--- src/kmma_ram.sv ---
`default_nettype none

module kmma_ram #(
  parameter int WIDTH = 8,
  parameter int DEPTH = 16
) (
  input  wire logic                     clk,
  input  wire logic                     wr_en,
  input  wire logic [$clog2(DEPTH)-1:0] wr_addr,
  input  wire logic [WIDTH-1:0]         wr_data,
  input  wire logic                     rd_en,
  input  wire logic [$clog2(DEPTH)-1:0] rd_addr,
  output logic      [WIDTH-1:0]         rd_data
);

  logic [WIDTH-1:0] mem [DEPTH];

  always_ff @(posedge clk) begin
    if (wr_en) begin
      mem[wr_addr] <= wr_data;
    end
    if (rd_en) begin
      rd_data <= mem[rd_addr];
    end
  end

endmodule

`default_nettype wire

--- config.mk ---
export PLATFORM = sky130hd
export DESIGN_NAME = kmma_ram
export DESIGN_NICKNAME = d
export VERILOG_FILES = /design/src/kmma_ram.sv
export SDC_FILE = /design/constraint.sdc
export NUM_CORES = 1
export LEC_CHECK = 0
export ABC_AREA = 1
export BUFFER_PORTS_ARGS = -buffer_cell sky130_fd_sc_hd__clkbuf_2
export CAP_MARGIN = 20
export CORE_ASPECT_RATIO = 0.6
export CORE_UTILIZATION = 50
export DETAILED_ROUTE_END_ITERATION = 6
export PLACE_DENSITY = 0.73
export SLEW_MARGIN = 20
export SYNTH_ARGS = -nofsm -noshare
export SYNTH_HDL_FRONTEND = slang
export SYNTH_SLANG_ARGS = --single-unit
--- constraint.sdc ---
create_clock -name clk -period 3.6 [get_ports clk]
set_clock_uncertainty 0.15 [all_clocks]
set_input_delay 0.18 -clock clk [delete_from_list [all_inputs] [get_ports clk]]
set_output_delay 0.18 -clock clk [all_outputs]
set_load 0.005 [all_outputs]
==> results.toml, run 1 <==
[timing]
tightest_slew_ps = 929
finalCritPeriodShare = 0.496
setup_ws_ps = 1820
relSlewSlack = 0.378
clock.fmax_mhz = 561
setup_violations = 0
hold_violations = 0
rsz0062_at_grt = "false"
period_minus_slack_ps = 1780
final_max_slew_viol_count = 0
finalSetupTns_ps = 0
holdWs_ps = 18.5

[global_route]
grt_usage = 0.244
grt_use_met1 = 0.373
grt_antenna_before_repair = 0
grt_pass1_wl_microns = 20700
met3_usage = 0.0720
use_met2 = 0.327
grt_max_degree = 65
overflow = 0
gr-max-usage-layer = "met1"
grt_pass1_vias = 3637

[layout]
layout_common_cells = "nand2_1 (173), edfxtp_1 (136), inv_1 (100)"
antennaDiodeCount = 0
fill_cells = 978
multiInputGateArea_sq_um = 1210
area_delta_synth_final_pct = 12.6
drive_above_1_share = 0.0990
final_net_count = 592
seq_area_sq_um = 4080
final_cell_area_sq_um = 6580
final_common_cell = "nand2_1"

[placement]
placed_cell_area_sq_um = 6020
place_ws_ps = 1410
portBuffers = 26
dp_hpwl_microns = 8180
globalplace.congestion = 0.835

[clock_tree]
postCtsSetupRepairBufs = 0
post_cts_resized = 0
clock_latency_ps = 420
cts_max_path_buffers = 2
clkTransAtPathRegs_ps = 60
htree_levels = 4
cts_tree = "built"
root_buffer = "clkbuf_16"
cts_buffers = 17
hold_buffers = 0
clkSinkCount = 136

[synthesis]
synth-seq-cells = 136
synth_compound_area_frac = 0
synth-xor-area-share = 0
syn-num-nets = 570
synth_adder_area_share = 0
synth_mux_area_frac = 0
ys_seq_area_frac = 0.698
syn_inst = 551
yosysUniqueCellTypes = 11
yosysTopAreaCell = "edfxtp_1"
synth_top_area_frac = 0.698
synth_area_leaders = "edfxtp_1 (70%), nand2_1 (11%), nand3_1 (8.3%)"
syn_area_sq_um = 5850
ys_warn_count = 0
synth_top_family_by_area = "simple AND/OR/NAND/NOR gates"
avgSynthCellArea_sq_um = 10.6
synthSimpleGateAreaFrac = 0.208

[floorplanning]
die_x_microns = 142
core_sq_um = 11300
start_util = 0.516
io_pins = 27
die_area_sq_um = 12100
rows = 30
die_h_microns = 85.8

[outcome]
violations = "design-rule violations"
outcome = "finished, violations left"

[critical_path]
endpoint_kind = "flop"
crit_fanout = 33
worstSetupStartpointType = "input port"
cpPeakStageDelay_ps = 570
critPathSlowestCell = "clkbuf_2"
worst_r2r_path_depth = 6
crit_arrival_ps = 1810
r2r-start = "mem[3][2]"
cp_common_cell = "nand3_1"
r2r-end = "rd_data[2]"
cp_data_required_time_ps = 3630
path_cells = "clkbuf_2 > inv_2 > nand3_1 > nand3_1 > nand3_1 > nand2_1"
cp-startpoint = "rd_addr[1]"
r2r_setup_slack_ps = 2230
criticalPathCategory = "in2reg"

[drt]
firstDrtPassIters = 7
drt_iter0_markers = 534
antenna_left = 0
viasPerCell = 5.16
drt-total-wl_microns = 13400
wl_per_cell_microns = 17.9
drc = 1
route.vias.total = 3852

[job]
cap_violations = 0

[power_and_ir_drop]
cellLeakagePower_nw = 2.81
power.total_mw = 3.67
peakVddDrop_v = 0.000364
p_per_area_nw_per_um2 = 557

[worst_hold_path]
hp-start = "rd_en"
holdCritPathClass = "in2reg"
min_to = "rd_data[6]"
worstHoldPathCells = 1
## registers in the layout (all words and copies together), names as in the netlist
register	cells
mem	128
rd_data	8
## cell type report
type                            count  area share
Sequential cell                   136       0.621
Multi-Input combinational cell    289       0.184
Clock buffer                       17      0.0646
Inverter                          102      0.0584
Tap cell                          160      0.0304
Timing Repair Buffer               27      0.0209
Clock inverter                     15      0.0207
## power by group
group | switching (mW) | total (mW) | internal (mW)
combinational | 0.154 | 0.208 | 0.0540
clock | 0.659 | 1.66 | 1.00
sequential | 0.0121 | 1.80 | 1.79
total | 0.825 | 3.67 | 2.84
## per-stage QoR
stage                     cells  utilization
after global routing        746        0.581
after detailed placement    714        0.531
after floorplan             551            -
after CTS                   746        0.580
after global placement      714        0.531
final                       746        0.581
## worst max path at each step
stage	end	slack, ps
floorplan	mem[10][0]	2320
global placement	rd_data[4]	1460
detailed placement	rd_data[4]	1410
CTS	rd_data[4]	1850
global route	rd_data[4]	1670
finish	rd_data[2]	1820
## routing by layer
layer  vias to the layer above  part of all wire
met1                      1781              0.46
met3                        25              0.12
met4                         0             0.015
met2                       219              0.40
li1                       1827                 -
met5                         -                 0
## worst max-delay path: cells and delay by family
kind          cells  cell delay (ps)
buf+inv           2             1050
simple gates      4              570
## synth_stat cells (all sizes together)
library cell and instances:
nand2 173, edfxtp 136, inv 102, nand3 97, buf 24, nor2 17
nand3b 2
## cells by family (layout without fill, tap and decap cells)
family / count (synthesis) / count (layout)
DFF: 136 / 136
buffers and inverters: 126 / 161
and+or+nand+nor: 289 / 289
(Power assumes the default switching activity.)
==> run 2, diff against run 1 <==
==> constraint.sdc (replaced) <==
create_clock -name clk -period 1.77 [get_ports clk]
set_clock_uncertainty 0.15 [all_clocks]
set_input_delay 0.0885 -clock clk [delete_from_list [all_inputs] [get_ports clk]]
set_output_delay 0.0885 -clock clk [all_outputs]
set_load 0.005 [all_outputs]
==> run 2 against run 1 <==
  * The flow now finishes without violations
  * Critical path depth is the same
  * Cell area grew 5.6%
  * Wire length shrank 1.3%
  * Sequential power grew 100%
  * Register-to-register slack lost 1700 ps
  * Global-route usage shrank 0.47 points
  * First-iteration DRC count shrank 11%
  * Sequential cell count is the same
  * Non-clock buffer count grew 30
  * Critical path type is now reg2reg
  * Critical endpoint is now rd_data[5]
==> results.toml, run 2 (synthesis results as in run 1) <==
[critical_path]
path_cells = "inv_1 > nand2_1 > nand3_1 > nand3_1 > nand3_1 > nand2_1"
path_depth = 6
cp_data_required_time_ps = 1790
r2r_setup_slack_ps = 510
cp_num_buf_inv = 1
crit_arrival_ps = 1280
cp_top_family = "simple AND/OR/NAND/NOR gates"
cp-startpoint = "mem[7][5]"
cpPeakStageDelay_ps = 370
cp_common_cell = "nand3_1"
r2r-start = "mem[7][5]"
crit_fanout = 1
endpoint_kind = "flop"
r2r-end = "rd_data[5]"
worstSetupEndpoint = "rd_data[5]"
worstSetupStartpointType = "flop"
criticalPathCategory = "reg2reg"
critPathSlowestCell = "edfxtp_1"
worst_r2r_path_depth = 6

[floorplanning]
die_h_microns = 85.8
io_pins = 27
start_util = 0.516
die_x_microns = 142
core_sq_um = 11300
die_area_sq_um = 12100
rows = 30

[outcome]
outcome = "complete, no violations"

[clock_tree]
clock_latency_ps = 410
postCtsSetupRepairBufs = 0
cts_tree = "built"
hold_buffers = 5
clkSinkCount = 136
cts_max_path_buffers = 2
root_buffer = "clkbuf_16"
cts_buffers = 17
htree_levels = 4
post_cts_resized = 0
clkTransAtPathRegs_ps = 60

[layout]
area_delta_synth_final_pct = 18.9
top_regs = "mem (128), rd_data (8)"
final_cell_area_sq_um = 6950
final_common_cell = "nand2_1"
drive_above_1_share = 0.133
final_net_count = 622
antennaDiodeCount = 0
fin_util = 0.613
top_register = "mem"
largest_reg_flops = 128
layout_common_cells = "nand2_1 (173), edfxtp_1 (136), inv_1 (100)"

[placement]
globalplace.congestion = 0.898
portBuffers = 26
placed_cell_area_sq_um = 6240
dp_hpwl_microns = 8560

[power_and_ir_drop]
cellLeakagePower_nw = 3.02
p_per_area_nw_per_um2 = 1150
peakVddDrop_v = 0.000815

[timing]
period_minus_slack_ps = 1260
tightest_slew_ps = 641
final_max_slew_viol_count = 0
finalCritPeriodShare = 0.713
rsz0062_at_grt = "false"
relSlewSlack = 0.572
hold_violations = 0
clock.fmax_mhz = 793
finalSetupTns_ps = 0
setup_violations = 0

[global_route]
grt_pass1_wl_microns = 20600
grt_max_degree = 49
grt_antenna_before_repair = 0
grt_pass1_vias = 3762
overflow = 0
grt_usage = 0.239

[drt]
route.vias.total = 3993
drt-total-wl_microns = 13200
wl_per_cell_microns = 17.0
viasPerCell = 5.15
drt_iter0_markers = 473
firstDrtPassIters = 7
antenna_left = 0
drc = 0

[worst_hold_path]
holdCritPathClass = "in2reg"

[job]
cap_violations = 0
run 2: final cells by class:
type | count | area, sq um
multi-input combinational | 289 | 1210
clock inverter | 14 | 229
timing repair buffer | 57 | 413
sequential | 136 | 4080
fill | 925 | 4380
inverter | 102 | 383
tap | 160 | 200
clock buffer | 18 | 429
run 2: how the worst min path moves through the flow:
stage / start / to / cells past startpoint / slack (ps)
3_5_place_dp: rd_en / rd_data[1] / 1 / 380
6_report: wr_data[6] / mem[13][6] / 1 / 30
3_3_place_gp: rd_en / rd_data[1] / 1 / 370
2_1_floorplan: wr_data[0] / mem[0][0] / 0 / 40
5_1_grt: wr_data[6] / mem[13][6] / 1 / 20
4_1_cts: wr_data[6] / mem[13][6] / 1 / 10
run 2: metrics by stage:
stage          std cells  setup WS (ps)  power [mW]  hold WS, ps
3_5_place_dp         739            279        4.16          375
3_3_place_gp         739            281        4.15          373
2_1_floorplan        551            581        3.97         37.4
5_1_grt              776            427        8.25         15.9
6_report             776            508        8.02         31.1
4_1_cts              776            479        8.07         13.6
run 2: report_power, final:
group / leakage [nW] / switching [mW] / total (mW) / internal [mW]
registers: 1.24 / 0.0300 / 3.66 / 3.63
logic: 1.47 / 0.301 / 0.446 / 0.144
clock network: 0.313 / 1.29 / 3.92 / 2.63
total: 3.02 / 1.62 / 8.02 / 6.40
run 2: metal layers:
metal	track usage	up-vias	routed length (microns)
met3	0.0748	17	1500
met1	0.352	1871	6060
met5	0	-	0
met4	0.0811	0	155
met2	0.336	215	5500
li1	-	1890	-
run 2: worst register-to-register path, stage by stage (launching register included):
cell and delay [ps]:
edfxtp_1 370, inv_1 60, nand2_1 40, nand3_1 80, nand3_1 130, nand3_1 130, nand2_1 60
